[src/design/avr_pkg.sv]
`timescale 1ns / 1ps
package avr_pkg;

   localparam int CORDIC_STEPS_DEF = 24;
   localparam int ATAN_TAB_LEN = 32;
   localparam int QUEUE_DEPTH_DEF = 4;
   localparam int CW = 34;

   localparam logic signed [CW-1:0] ROT_GAIN = 34'sd652032874;
   localparam logic signed [CW-1:0] ROT_PI = 34'sd3373259426;
   localparam logic signed [CW-1:0] ROT_PI_HALF = 34'sd1686629713;

   typedef struct packed {
      logic signed [31:0] vec_x;
      logic signed [31:0] vec_y;
      logic signed [31:0] vec_z;
      logic signed [31:0] axis_x;
      logic signed [31:0] axis_y;
      logic signed [31:0] axis_z;
      logic               flip;
   } carry_type;

   typedef struct packed {
      carry_type             carry;
      logic signed [CW-1:0]  z;
   } item_type;

   typedef struct packed {
      logic               ovf;
      logic signed [31:0] val;
   } sat_type;

   function automatic logic signed [CW-1:0] atan_q30(input int idx);
      logic signed [CW-1:0] r;
      unique case (idx)
         0: r = 34'sd843314856;
         1: r = 34'sd497837829;
         2: r = 34'sd263043836;
         3: r = 34'sd133525158;
         4: r = 34'sd66908022;
         5: r = 34'sd33543515;
         6: r = 34'sd16777898;
         7: r = 34'sd8388437;
         8: r = 34'sd4194282;
         9: r = 34'sd2097149;
         10: r = 34'sd1048575;
         11: r = 34'sd524287;
         12: r = 34'sd262143;
         13: r = 34'sd131071;
         14: r = 34'sd65535;
         15: r = 34'sd32767;
         16: r = 34'sd16383;
         17: r = 34'sd8191;
         18: r = 34'sd4095;
         19: r = 34'sd2047;
         20: r = 34'sd1023;
         21: r = 34'sd511;
         22: r = 34'sd255;
         23: r = 34'sd127;
         24: r = 34'sd63;
         25: r = 34'sd31;
         26: r = 34'sd15;
         27: r = 34'sd8;
         28: r = 34'sd4;
         29: r = 34'sd2;
         30: r = 34'sd1;
         default: r = '0;
      endcase
      return r;
   endfunction

   // product rounded half up to units of 2^-30
   function automatic logic signed [33:0] mul_rnd(input logic signed [32:0] a,
                                                 input logic signed [32:0] b);
      logic signed [65:0] pr;
      logic signed [66:0] sm;
      pr = a * b;
      sm = 67'(pr) + (67'sd1 <<< 29);
      return sm[63:30];
   endfunction

   function automatic sat_type sat32(input logic signed [36:0] v);
      sat_type r;
      if (v > 37'sd2147483647) begin
         r.ovf = 1'b1;
         r.val = 32'sh7fffffff;
      end else if (v < -37'sd2147483648) begin
         r.ovf = 1'b1;
         r.val = 32'sh80000000;
      end else begin
         r.ovf = 1'b0;
         r.val = v[31:0];
      end
      return r;
   endfunction

endpackage

[src/design/avr_front.sv]
`timescale 1ns / 1ps
module avr_front import avr_pkg::*; #(
   parameter int QUEUE_DEPTH = QUEUE_DEPTH_DEF
) (
   input  logic               clock,
   input  logic               reset,
   input  logic               req_valid,
   output logic               req_stall,
   input  logic signed [31:0] req_vec_x,
   input  logic signed [31:0] req_vec_y,
   input  logic signed [31:0] req_vec_z,
   input  logic signed [31:0] req_axis_x,
   input  logic signed [31:0] req_axis_y,
   input  logic signed [31:0] req_axis_z,
   input  logic signed [31:0] req_angle,
   input  logic               pop,
   output logic               q_valid,
   output item_type           q_item
);

   localparam int PW = (QUEUE_DEPTH > 1) ? $clog2(QUEUE_DEPTH) : 1;
   localparam int NW = $clog2(QUEUE_DEPTH + 1);

   item_type          mem_ff [QUEUE_DEPTH];
   logic [PW-1:0]     wr_ptr_ff, wr_ptr_in, rd_ptr_ff, rd_ptr_in;
   logic [NW-1:0]     count_ff, count_in;
   logic              push;
   item_type          new_item;
   logic signed [CW-1:0] z2;

   // half angle folded into [-pi/2, pi/2]
   always_comb begin
      z2 = {{(CW-33){req_angle[31]}}, req_angle, 1'b0};
      new_item.carry.vec_x  = req_vec_x;
      new_item.carry.vec_y  = req_vec_y;
      new_item.carry.vec_z  = req_vec_z;
      new_item.carry.axis_x = req_axis_x;
      new_item.carry.axis_y = req_axis_y;
      new_item.carry.axis_z = req_axis_z;
      priority if (z2 > ROT_PI_HALF) begin
         new_item.z = z2 - ROT_PI;
         new_item.carry.flip = 1'b1;
      end else if (z2 < -ROT_PI_HALF) begin
         new_item.z = z2 + ROT_PI;
         new_item.carry.flip = 1'b1;
      end else begin
         new_item.z = z2;
         new_item.carry.flip = 1'b0;
      end
   end

   assign req_stall = (count_ff == NW'(QUEUE_DEPTH));
   assign push      = req_valid && !req_stall;
   assign q_valid   = (count_ff != '0);
   assign q_item    = mem_ff[rd_ptr_ff];

   always_comb begin
      wr_ptr_in = wr_ptr_ff;
      rd_ptr_in = rd_ptr_ff;
      count_in  = count_ff;
      if (push) begin
         wr_ptr_in = (wr_ptr_ff == PW'(QUEUE_DEPTH - 1)) ? '0 : wr_ptr_ff + 1'b1;
      end
      if (pop) begin
         rd_ptr_in = (rd_ptr_ff == PW'(QUEUE_DEPTH - 1)) ? '0 : rd_ptr_ff + 1'b1;
      end
      count_in = count_ff + NW'(push) - NW'(pop);
   end

   always_ff @(posedge clock) begin
      if (reset) begin
         wr_ptr_ff <= '0;
         rd_ptr_ff <= '0;
         count_ff  <= '0;
      end else begin
         wr_ptr_ff <= wr_ptr_in;
         rd_ptr_ff <= rd_ptr_in;
         count_ff  <= count_in;
      end
   end

   always_ff @(posedge clock) begin
      if (push) begin
         mem_ff[wr_ptr_ff] <= new_item;
      end
   end

endmodule

[config.mk]
export PLATFORM = sky130hd
export DESIGN_NAME = avr_front
export DESIGN_NICKNAME = d
export VERILOG_FILES = /design/src/design/avr_pkg.sv /design/src/design/avr_front.sv
export SDC_FILE = /design/constraint.sdc
export NUM_CORES = 1
export LEC_CHECK = 0
export BUFFER_PORTS_ARGS = -buffer_cell sky130_fd_sc_hd__buf_2
export CORE_ASPECT_RATIO = 2
export CORE_UTILIZATION = 35
export DETAILED_ROUTE_END_ITERATION = 6
export PLACE_DENSITY = 0.51
export SLEW_MARGIN = 30
export SYNTH_ARGS = -nofsm -noshare
export SYNTH_HDL_FRONTEND = slang
export SYNTH_SLANG_ARGS = --single-unit
[constraint.sdc]
create_clock -name clock -period 11.4 [get_ports clock]
set_input_delay 2.85 -clock clock [delete_from_list [all_inputs] [get_ports clock]]
set_output_delay 2.85 -clock clock [all_outputs]
set_load 0.01 [all_outputs]
==> results.toml <==
[clocking]
numCtsBuffers = 84
htreeDepth = 3
postCtsSetupRepairBufs = 0
clock_sinks = 913
clockBufferDepth = 3
cts.repair.resized = 0
insertion_delay_ns = 0.68
path_clk_slew_ns = 0.06
holdBufCountCts = 0
cts-root-buf = "clkbuf_16"
cts_tree = "yes"

[placed_design]
place_congestion = 0.8437
post-dp-hpwl_um = 48730
numPortBuffers = 455

[pwr]
comb_power_share_pct = 12.8
p_leak_nw = 13.50
switching_power_mw = 1.900
power_frac_clock_pct = 35.1
peakVddDrop_v = 0.0001461
p_sw_share_pct = 24.14
intPower_mw = 5.969
power_frac_seq_pct = 52.1
powerDensity_nw_per_um2 = 191.6
p_total_mw = 7.868

[drt]
drc = 0
met2_length_um = 40550
vias = 16670
maxUsedRoutingLayer = "met5"
post_drt_via_cell_ratio = 4.962
met3_length_um = 6123
wl_um = 78410
firstDrtPassIters = 4
first_iter_violations = 824
wire_per_inst_um = 23.34
met1_length_um = 29460
ant_nets = 0

[global_route]
gr-total-overflow = 0
grt_max_degree = 86
grt.total_usage_pct = 15.77
grt_pass1_vias = 18290
grt_pass1_wl_um = 115800
antenna_found_initial = 18

[layout]
syn_to_final_growth_pct = 18.91
n_fill_cell = 8728
drive_above_1_share_pct = 41.99
nNetsFinal = 2214

[synthesis]
synth_nets = 1727
synth_top_area_cell = "edfxtp_1"
synthTopCellsByArea = "edfxtp_1 79%, mux4_2 15%, dfxtp_1 0.52%"
synthDistinctLibCells = 69
async_reset_ff_share_pct = 0
synth.avg_cell_area_sq_um = 23.20
syn-cell-area_sq_um = 34540
synth-seq-cells = 913
ys_seq_area_share_pct = 79.12
ys_warn_count = 0
synth_edf_count = 904
yosys.area.top_type_share_pct = 78.60
synth_ff_type = "edfxtp_1"
synthCells = 1489

[sta]
fin_skew_ns = 0.01581
rsz0062_at_grt = "no"
slew_headroom_pct = 37.86
final.period_utilization_pct = 57.69
finalWorstPathRequiredPeriod_ns = 6.577
setup_viol = 0
tightestPinTransition_ns = 0.9321
fmax_ghz = 0.1521
tns_ns = 0
drv_slew = 0
hold_viol_final = 0

[worst_setup_path]
crit_type = "reg -> out"
cp.required_ns = 8.55
setup.worst_path.end_class = "primary output"
arrival_ns = 3.73
critPathMaxFanout = 38
cp-start-kind = "flip-flop"

[floorplan]
core_area_sq_um = 97700
initial_core_util_pct = 35.35
die_h_um = 446.3
die_x_um = 224.1
dieArea_sq_um = 100000
pin_count = 457
num_rows = 162

[hold_path]
hold_path.class = "reg -> reg"

[job]
cap_viol_max_count = 0

[run_status]
status = "completed"
## cell type report
| class | count | area, sq um | share of cell area [%] |
|---|---|---|---|
| clock inverter | 49 | 470.5 | 1.146 |
| multi-input combinational | 486 | 6849 | 16.68 |
| timing repair buffer | 479 | 2501 | 6.090 |
| antenna | 6 | 15.01 | 0.03656 |
| inverter | 12 | 45.04 | 0.1097 |
| sequential | 913 | 27330 | 66.56 |
| tap | 1312 | 1642 | 3.997 |
| clock buffer | 102 | 2212 | 5.386 |
## cell families after synthesis
| group | Yosys count | synth area share (%) |
|---|---|---|
| buffers and inverters | 90 | 1.087 |
| AOI/OAI and AO/OA | 93 | 1.953 |
| and+or+nand+nor | 124 | 1.895 |
| xor gates and xnor gates | 31 | 0.7861 |
| other | 1 | 0.01086 |
| adders and majority gates | 10 | 0.3840 |
| DFF | 913 | 79.12 |
| muxes | 227 | 14.77 |
## worst max-delay path, cell delays in order, from the launching register on
cell and delay (ns):
dfxtp_4 0.68, buf_4 0.68, buf_4 0.74, mux4_2 0.64, buf_2 0.17
## placed cells by master, fill, tap and decap left out, types with 16 or more instances in the layout
cell type / instances
edfxtp_1: 904
buf_2: 455
mux4_2: 226
clkbuf_16: 86
nand2_1: 30
nor2_1: 22
a21oi_1: 20
o21ai_0: 20
buf_4: 19
xor2_1: 16
clkbuf_1: 16
## power by group through the flow
stage	clock (mW)	sequential [mW]	combinational (mW)
5_1_grt	2.95	4.13	1.10
3_5_place_dp	0	4.18	1.04
2_1_floorplan	0	4.21	0.579
3_3_place_gp	0	4.16	1.03
6_report	2.76	4.10	1.01
4_1_cts	2.86	4.11	1.04
## Yosys cell counts (all sizes together), types with 5 or more instances
master  number
or3          9
buf         46
clkbuf      32
nor2        24
nand2       30
nor3         6
o21ai       20
and2         5
a21oi       21
xnor2       15
dfxtp        9
or2          9
nand3        8
inv         12
edfxtp     904
ha           9
xor2        16
nand4        5
o22ai        6
mux4       226
nor2b        5
## state kept, by name, indices dropped and copies added, names as in the netlist, named ones only
name       flops
count_ff       3
rd_ptr_ff      2
wr_ptr_ff      2
mem_ff       904
## metrics by stage
step	std cells	setup WS [ns]	util, %	hold slack, ns	area, sq um
final	3359	4.823	42.04	0.5140	41070
after global routing	3357	4.452	42.03	0.5693	41060
after CTS	3353	4.563	42.01	0.5118	41050
after detailed placement	3202	5.321	39.27	0.5032	38360
after global placement	3201	5.335	39.23	0.4781	38330
after floorplan	1489	2.510	-	0.4631	34540
## layer usage
metal	vias to the layer above	track usage, %
met5	-	0
met4	24	6.556
met3	119	4.828
met2	505	27.26
met1	8733	17.99
li1	7285	-
## final timing paths
kind	start	endpoint	slack (ns)	cells after the start
setup / recovery	flip-flop	q_item[194]	4.82	4
hold / removal	wr_ptr_ff[1]	wr_ptr_ff[1]	0.51	2
setup reg to reg	count_ff[1]	mem_ff[2][158]	7.99	5
hold reg to reg	wr_ptr_ff[1]	wr_ptr_ff[1]	0.51	2
Note: power is estimated with default switching activity, not from simulation.
