**src/design/avr_pkg.sv**
```systemverilog
`timescale 1ns / 1ps
package avr_pkg;

   localparam int CORDIC_STEPS_DEF = 24;
   localparam int ATAN_TAB_LEN = 32;
   localparam int QUEUE_DEPTH_DEF = 4;
   localparam int CW = 34;

   localparam logic signed [CW-1:0] ROT_GAIN = 34'sd652032874;
   localparam logic signed [CW-1:0] ROT_PI = 34'sd3373259426;
   localparam logic signed [CW-1:0] ROT_PI_HALF = 34'sd1686629713;

   typedef struct packed {
      logic signed [31:0] vec_x;
      logic signed [31:0] vec_y;
      logic signed [31:0] vec_z;
      logic signed [31:0] axis_x;
      logic signed [31:0] axis_y;
      logic signed [31:0] axis_z;
      logic               flip;
   } carry_type;

   typedef struct packed {
      carry_type             carry;
      logic signed [CW-1:0]  z;
   } item_type;

   typedef struct packed {
      logic               ovf;
      logic signed [31:0] val;
   } sat_type;

   function automatic logic signed [CW-1:0] atan_q30(input int idx);
      logic signed [CW-1:0] r;
      unique case (idx)
         0: r = 34'sd843314856;
         1: r = 34'sd497837829;
         2: r = 34'sd263043836;
         3: r = 34'sd133525158;
         4: r = 34'sd66908022;
         5: r = 34'sd33543515;
         6: r = 34'sd16777898;
         7: r = 34'sd8388437;
         8: r = 34'sd4194282;
         9: r = 34'sd2097149;
         10: r = 34'sd1048575;
         11: r = 34'sd524287;
         12: r = 34'sd262143;
         13: r = 34'sd131071;
         14: r = 34'sd65535;
         15: r = 34'sd32767;
         16: r = 34'sd16383;
         17: r = 34'sd8191;
         18: r = 34'sd4095;
         19: r = 34'sd2047;
         20: r = 34'sd1023;
         21: r = 34'sd511;
         22: r = 34'sd255;
         23: r = 34'sd127;
         24: r = 34'sd63;
         25: r = 34'sd31;
         26: r = 34'sd15;
         27: r = 34'sd8;
         28: r = 34'sd4;
         29: r = 34'sd2;
         30: r = 34'sd1;
         default: r = '0;
      endcase
      return r;
   endfunction

   // product rounded half up to units of 2^-30
   function automatic logic signed [33:0] mul_rnd(input logic signed [32:0] a,
                                                 input logic signed [32:0] b);
      logic signed [65:0] pr;
      logic signed [66:0] sm;
      pr = a * b;
      sm = 67'(pr) + (67'sd1 <<< 29);
      return sm[63:30];
   endfunction

   function automatic sat_type sat32(input logic signed [36:0] v);
      sat_type r;
      if (v > 37'sd2147483647) begin
         r.ovf = 1'b1;
         r.val = 32'sh7fffffff;
      end else if (v < -37'sd2147483648) begin
         r.ovf = 1'b1;
         r.val = 32'sh80000000;
      end else begin
         r.ovf = 1'b0;
         r.val = v[31:0];
      end
      return r;
   endfunction

endpackage

```
**src/design/avr_cordic_stage.sv**
```systemverilog
`timescale 1ns / 1ps
module avr_cordic_stage import avr_pkg::*; #(
   parameter int IDX = 0
) (
   input  logic                 clock,
   input  logic                 reset,
   input  logic                 en,
   input  logic                 valid_in,
   input  carry_type            carry_in,
   input  logic signed [CW-1:0] x_in,
   input  logic signed [CW-1:0] y_in,
   input  logic signed [CW-1:0] z_in,
   output logic                 valid_out,
   output carry_type            carry_out,
   output logic signed [CW-1:0] x_out,
   output logic signed [CW-1:0] y_out,
   output logic signed [CW-1:0] z_out
);

   localparam logic signed [CW-1:0] ATAN = atan_q30(IDX);

   logic                 valid_ff;
   carry_type            carry_ff;
   logic signed [CW-1:0] x_ff, y_ff, z_ff, x_in_n, y_in_n, z_in_n;
   logic signed [CW-1:0] xs, ys;

   always_comb begin
      xs = x_in >>> IDX;
      ys = y_in >>> IDX;
      if (!z_in[CW-1]) begin
         x_in_n = x_in - ys;
         y_in_n = y_in + xs;
         z_in_n = z_in - ATAN;
      end else begin
         x_in_n = x_in + ys;
         y_in_n = y_in - xs;
         z_in_n = z_in + ATAN;
      end
   end

   always_ff @(posedge clock) begin
      if (reset) begin
         valid_ff <= 1'b0;
      end else if (en) begin
         valid_ff <= valid_in;
      end
   end

   always_ff @(posedge clock) begin
      if (en) begin
         carry_ff <= carry_in;
         x_ff     <= x_in_n;
         y_ff     <= y_in_n;
         z_ff     <= z_in_n;
      end
   end

   assign valid_out = valid_ff;
   assign carry_out = carry_ff;
   assign x_out     = x_ff;
   assign y_out     = y_ff;
   assign z_out     = z_ff;

endmodule

```
**config.mk**
```make
export PLATFORM = sky130hd
export DESIGN_NAME = avr_cordic_stage
export DESIGN_NICKNAME = d
export VERILOG_FILES = /design/src/design/avr_pkg.sv /design/src/design/avr_cordic_stage.sv
export SDC_FILE = /design/constraint.sdc
export NUM_CORES = 1
export LEC_CHECK = 0
export ABC_AREA = 1
export BUFFER_PORTS_ARGS = -buffer_cell sky130_fd_sc_hd__buf_2
export CAP_MARGIN = 20
export CELL_PAD_IN_SITES_DETAIL_PLACEMENT = 1
export CELL_PAD_IN_SITES_GLOBAL_PLACEMENT = 1
export CORE_UTILIZATION = 28
export CTS_CLUSTER_DIAMETER = 80
export DETAILED_ROUTE_END_ITERATION = 12
export PLACE_DENSITY = 0.75
export SLEW_MARGIN = 20
export SYNTH_ARGS = -nofsm -noshare
export SYNTH_HDL_FRONTEND = slang
export SYNTH_SLANG_ARGS = --single-unit
export TNS_END_PERCENT = 30
```
**constraint.sdc**
```tcl
create_clock -name clock -period 3.42 [get_ports clock]
set_input_delay 0.342 -clock clock [delete_from_list [all_inputs] [get_ports clock]]
set_output_delay 0.342 -clock clock [all_outputs]
set_load 0.05 [all_outputs]
```
==> flow_summary.yaml <==
outcome:
  outcome: "finished clean"
die:
  die_area_um2: 65100
  dieHeight_um: 255
  die_w_um: 255
  placement_row_count: 92
  total_i_o_pin_count: 595
  initial_core_util_pct: 28.4
  design.core.area_um2: 63200
global_routing:
  via_count_of_the_first_global_routing_pass: 18983
  maximum_number_of_pins_on_one_net_before_global_route_repair: 82
  globalRouteOverflowTotal: 0
  grt.total_usage_pct: 24.9
  grt_antenna_before_repair: 12
  global_route_wire_length_before_repair_mm: 119
setup_path:
  cpPeakStageDelay_ns: 0.59
  critical_path_arrival_ns: 2.60
  worst_ep_required_time_ns: 3.72
  cp_max_fo: 11
  slowest_stage: "sky130_fd_sc_hd__ha_1"
  worst-setup-path-type: "input port to register"
  worstSetupStartpointType: "input port"
  end_kind: "register"
  critical_path.cell_chain: "buf_2, inv_1, ha_1, nand2_1, o21ai_0, inv_1, nand2_1, nand2_1, nand2_1, nand2_1, nand2_1, nand2_1, nand3_1, nand2_1"
  rr_worst_depth: 2
  path_common_cell: "sky130_fd_sc_hd__nand2_1"
pwr:
  cellPowerDensity_nw_per_um2: 515
  p_total_mw: 12.9
  power.ir.vdd_worst_v: 0.000278
  power.static_leakage_nw: 11.6
yosys:
  synth.avg_cell_area_um2: 8.98
  ys.flop_type: "sky130_fd_sc_hd__edfxtp_1"
  netlist-cell-type-count: 51
  synthesis.instances: 1998
  synth_seq_area_share_pct: 49.3
  postSynth.asyncResetShare_pct: 0
  synth_enable_flop_cells: 294
  number_of_synthesized_register_bits: 295
  ys_warn_count: 0
  syn_area_um2: 17900
  post-synth-top-area-fraction_pct: 49.2
  synth_largest_area_cell: "sky130_fd_sc_hd__edfxtp_1"
  mappedNetlistNets: 2430
  synth_top_cells_by_area: "sky130_fd_sc_hd__edfxtp_1 49%, sky130_fd_sc_hd__nand2_1 10%, sky130_fd_sc_hd__ha_1 9.0%, sky130_fd_sc_hd__inv_1 4.9%, sky130_fd_sc_hd__nand3_1 4.4%"
finish:
  post_route_cells_drive_above_1_share_pct: 26.3
  final_net_count: 3225
  most_used_cells_in_the_layout_excluding_fill_and_tap_cells: "593 x sky130_fd_sc_hd__buf_2, 485 x sky130_fd_sc_hd__nand2_1, 294 x sky130_fd_sc_hd__edfxtp_1, 233 x sky130_fd_sc_hd__inv_1, 194 x sky130_fd_sc_hd__dlygate4sd3_1"
  synthToLayoutAreaGrowth_pct: 39.8
  layout.cells.most_common: "sky130_fd_sc_hd__buf_2"
  post-route-util_pct: 39.7
  fillerInstances: 7496
  final-instance-count-excl-fill: 3674
  postLayoutCellArea_um2: 25100
clock_tree:
  cts-buffers-inserted: 38
  clkSlewWorstSetupHoldPaths_ns: 0.07
  clk-insertion-delay-late_ns: 0.54
  cts-hold-fix-buffers: 194
  ctsLongestPathBuffers: 3
  cts_resized: 0
  clock_sink_count: 295
  tritoncts: "done"
  cts_root_buffer: "sky130_fd_sc_hd__clkbuf_16"
  cts_h_tree_lvls: 2
  cts.repair_timing.setup_buffer_count: 0
timing:
  maxSlewViolCount: 0
  timing.final.crit_share_pct: 67.5
  post-route-worst-setup-slack_ns: 1.11
  max_slew.worst_pin.slew_ns: 0.841
  totalNegativeSetupSlack_ns: 0
  max_clock_freq_mhz: 433
  hold-worst-slack_ns: 0.0346
  max-slew-margin-rel_pct: 43.9
  fin_worst_skew_ns: 0
  final_period_minus_worst_setup_slack_ns: 2.31
  setup_repair_after_global_routing_missed_its_margin: "no"
  report.final.hold_viol_count: 0
  setup_viol_count_final: 0
placement:
  postPlaceCellArea_um2: 21800
  portBuffers: 594
  place_worst_setup_slack_ns: 0.574
  placedCellCount: 3405
  post_dp_hpwl_mm: 62.6
  gp_routability_congestion: 0.939
min_path:
  hold_class: "input port to register"
  holdPathStages: 1
route:
  post-route-drc-count: 0
  count_of_routing_violations_after_the_opening_detailed_route_iteration: 891
  firstDrtPassIters: 5
  detail-route-antenna-nets: 0
  vias_per_cell: 4.79
  drt_wl_total_mm: 83.6
  routed_wire_length_per_instance_um: 22.8
  num_vias: 17611
job:
  drv.max_cap_violation_count: 0
==> synth_stat cells (3+ instances only) <==
cell	instances
sky130_fd_sc_hd__xnor2_1	4
sky130_fd_sc_hd__fa_1	4
sky130_fd_sc_hd__xor2_1	41
sky130_fd_sc_hd__buf_6	6
sky130_fd_sc_hd__o211ai_1	5
sky130_fd_sc_hd__nand3_1	158
sky130_fd_sc_hd__buf_2	11
sky130_fd_sc_hd__inv_1	233
sky130_fd_sc_hd__nand2_2	14
sky130_fd_sc_hd__and2_1	3
sky130_fd_sc_hd__nand2_1	485
sky130_fd_sc_hd__nor2_2	14
sky130_fd_sc_hd__or2_2	4
sky130_fd_sc_hd__edfxtp_1	294
sky130_fd_sc_hd__clkbuf_1	7
sky130_fd_sc_hd__nand3_2	4
sky130_fd_sc_hd__a21oi_2	9
sky130_fd_sc_hd__nor3_1	22
sky130_fd_sc_hd__buf_4	19
sky130_fd_sc_hd__nor3_2	3
sky130_fd_sc_hd__a21oi_1	151
sky130_fd_sc_hd__nor2_4	5
sky130_fd_sc_hd__ha_1	129
sky130_fd_sc_hd__a21o_1	15
sky130_fd_sc_hd__nand4_1	17
sky130_fd_sc_hd__o22ai_1	8
sky130_fd_sc_hd__o21ai_1	15
sky130_fd_sc_hd__o21ai_0	93
sky130_fd_sc_hd__o21ai_2	3
sky130_fd_sc_hd__inv_2	10
sky130_fd_sc_hd__o21a_1	3
sky130_fd_sc_hd__o31ai_1	4
sky130_fd_sc_hd__nor2_1	159
sky130_fd_sc_hd__nor4_2	3
sky130_fd_sc_hd__o21bai_1	18
sky130_fd_sc_hd__a31oi_1	6
==> final cells by class <==
cell class | instances | area, um2 | area share (%)
Clock buffer | 44 | 995 | 3.97
Antenna cell | 5 | 12.5 | 0.0499
Clock inverter | 26 | 317 | 1.26
Tap cell | 846 | 1060 | 4.22
Inverter | 245 | 922 | 3.68
Multi-Input combinational cell | 1414 | 7870 | 31.4
Sequential cell | 295 | 8850 | 35.3
Timing Repair Buffer | 799 | 5040 | 20.1
==> flip-flops by register name, indices dropped and copies added, names as in the netlist <==
register,cells
carry_out,193
x_out,34
z_out,34
y_out,33
valid_out,1
==> kinds of logic (layout without fill, tap and decap cells) <==
logic type,Yosys count,count (layout),synth area share [%]
other cells,0,5,0
fa+ha+maj,133,133,9.45
flops,295,295,49.3
xor+xnor,45,45,2.20
compound gates,336,336,10.6
mux,2,2,0.112
buf+inv,289,1114,6.79
simple gates,898,898,21.6
==> worst max-delay path, delay by kind of cell <==
family                   cells  cell delay [ns]
AND/OR/NAND/NOR              9             1.08
adder cells (fa/ha/maj)      1             0.59
AO/OA/AOI/OAI                1             0.34
buffers and inverters        3             0.26
==> per-layer routing <==
metal | global-route usage (%) | vias up | wire [um] | share of wire, %
li1 | - | 8337 | - | -
met1 | 25.5 | 8481 | 30100 | 36
met2 | 47.8 | 603 | 44700 | 53
met3 | 4.11 | 188 | 4130 | 4.9
met4 | 13.3 | 2 | 4710 | 5.6
met5 | 0 | - | 13 | 0.016
==> report_power, final <==
part	internal (mW)	switching, mW
Sequential	4.43	0.167
Combinational	1.05	2.98
Clock	2.57	1.72
Total	8.05	4.86
==> final timing paths <==
check | start | endpoint | slack (ns)
worst max-delay path | x_in[6] | y_out[32] | 1.11
worst min-delay path | carry_in[162] | carry_out[162] | 0.03
worst max register to register | valid_out | valid_out | 2.81
worst min register to register | valid_out | valid_out | 0.55
(Power assumes the default switching activity.)
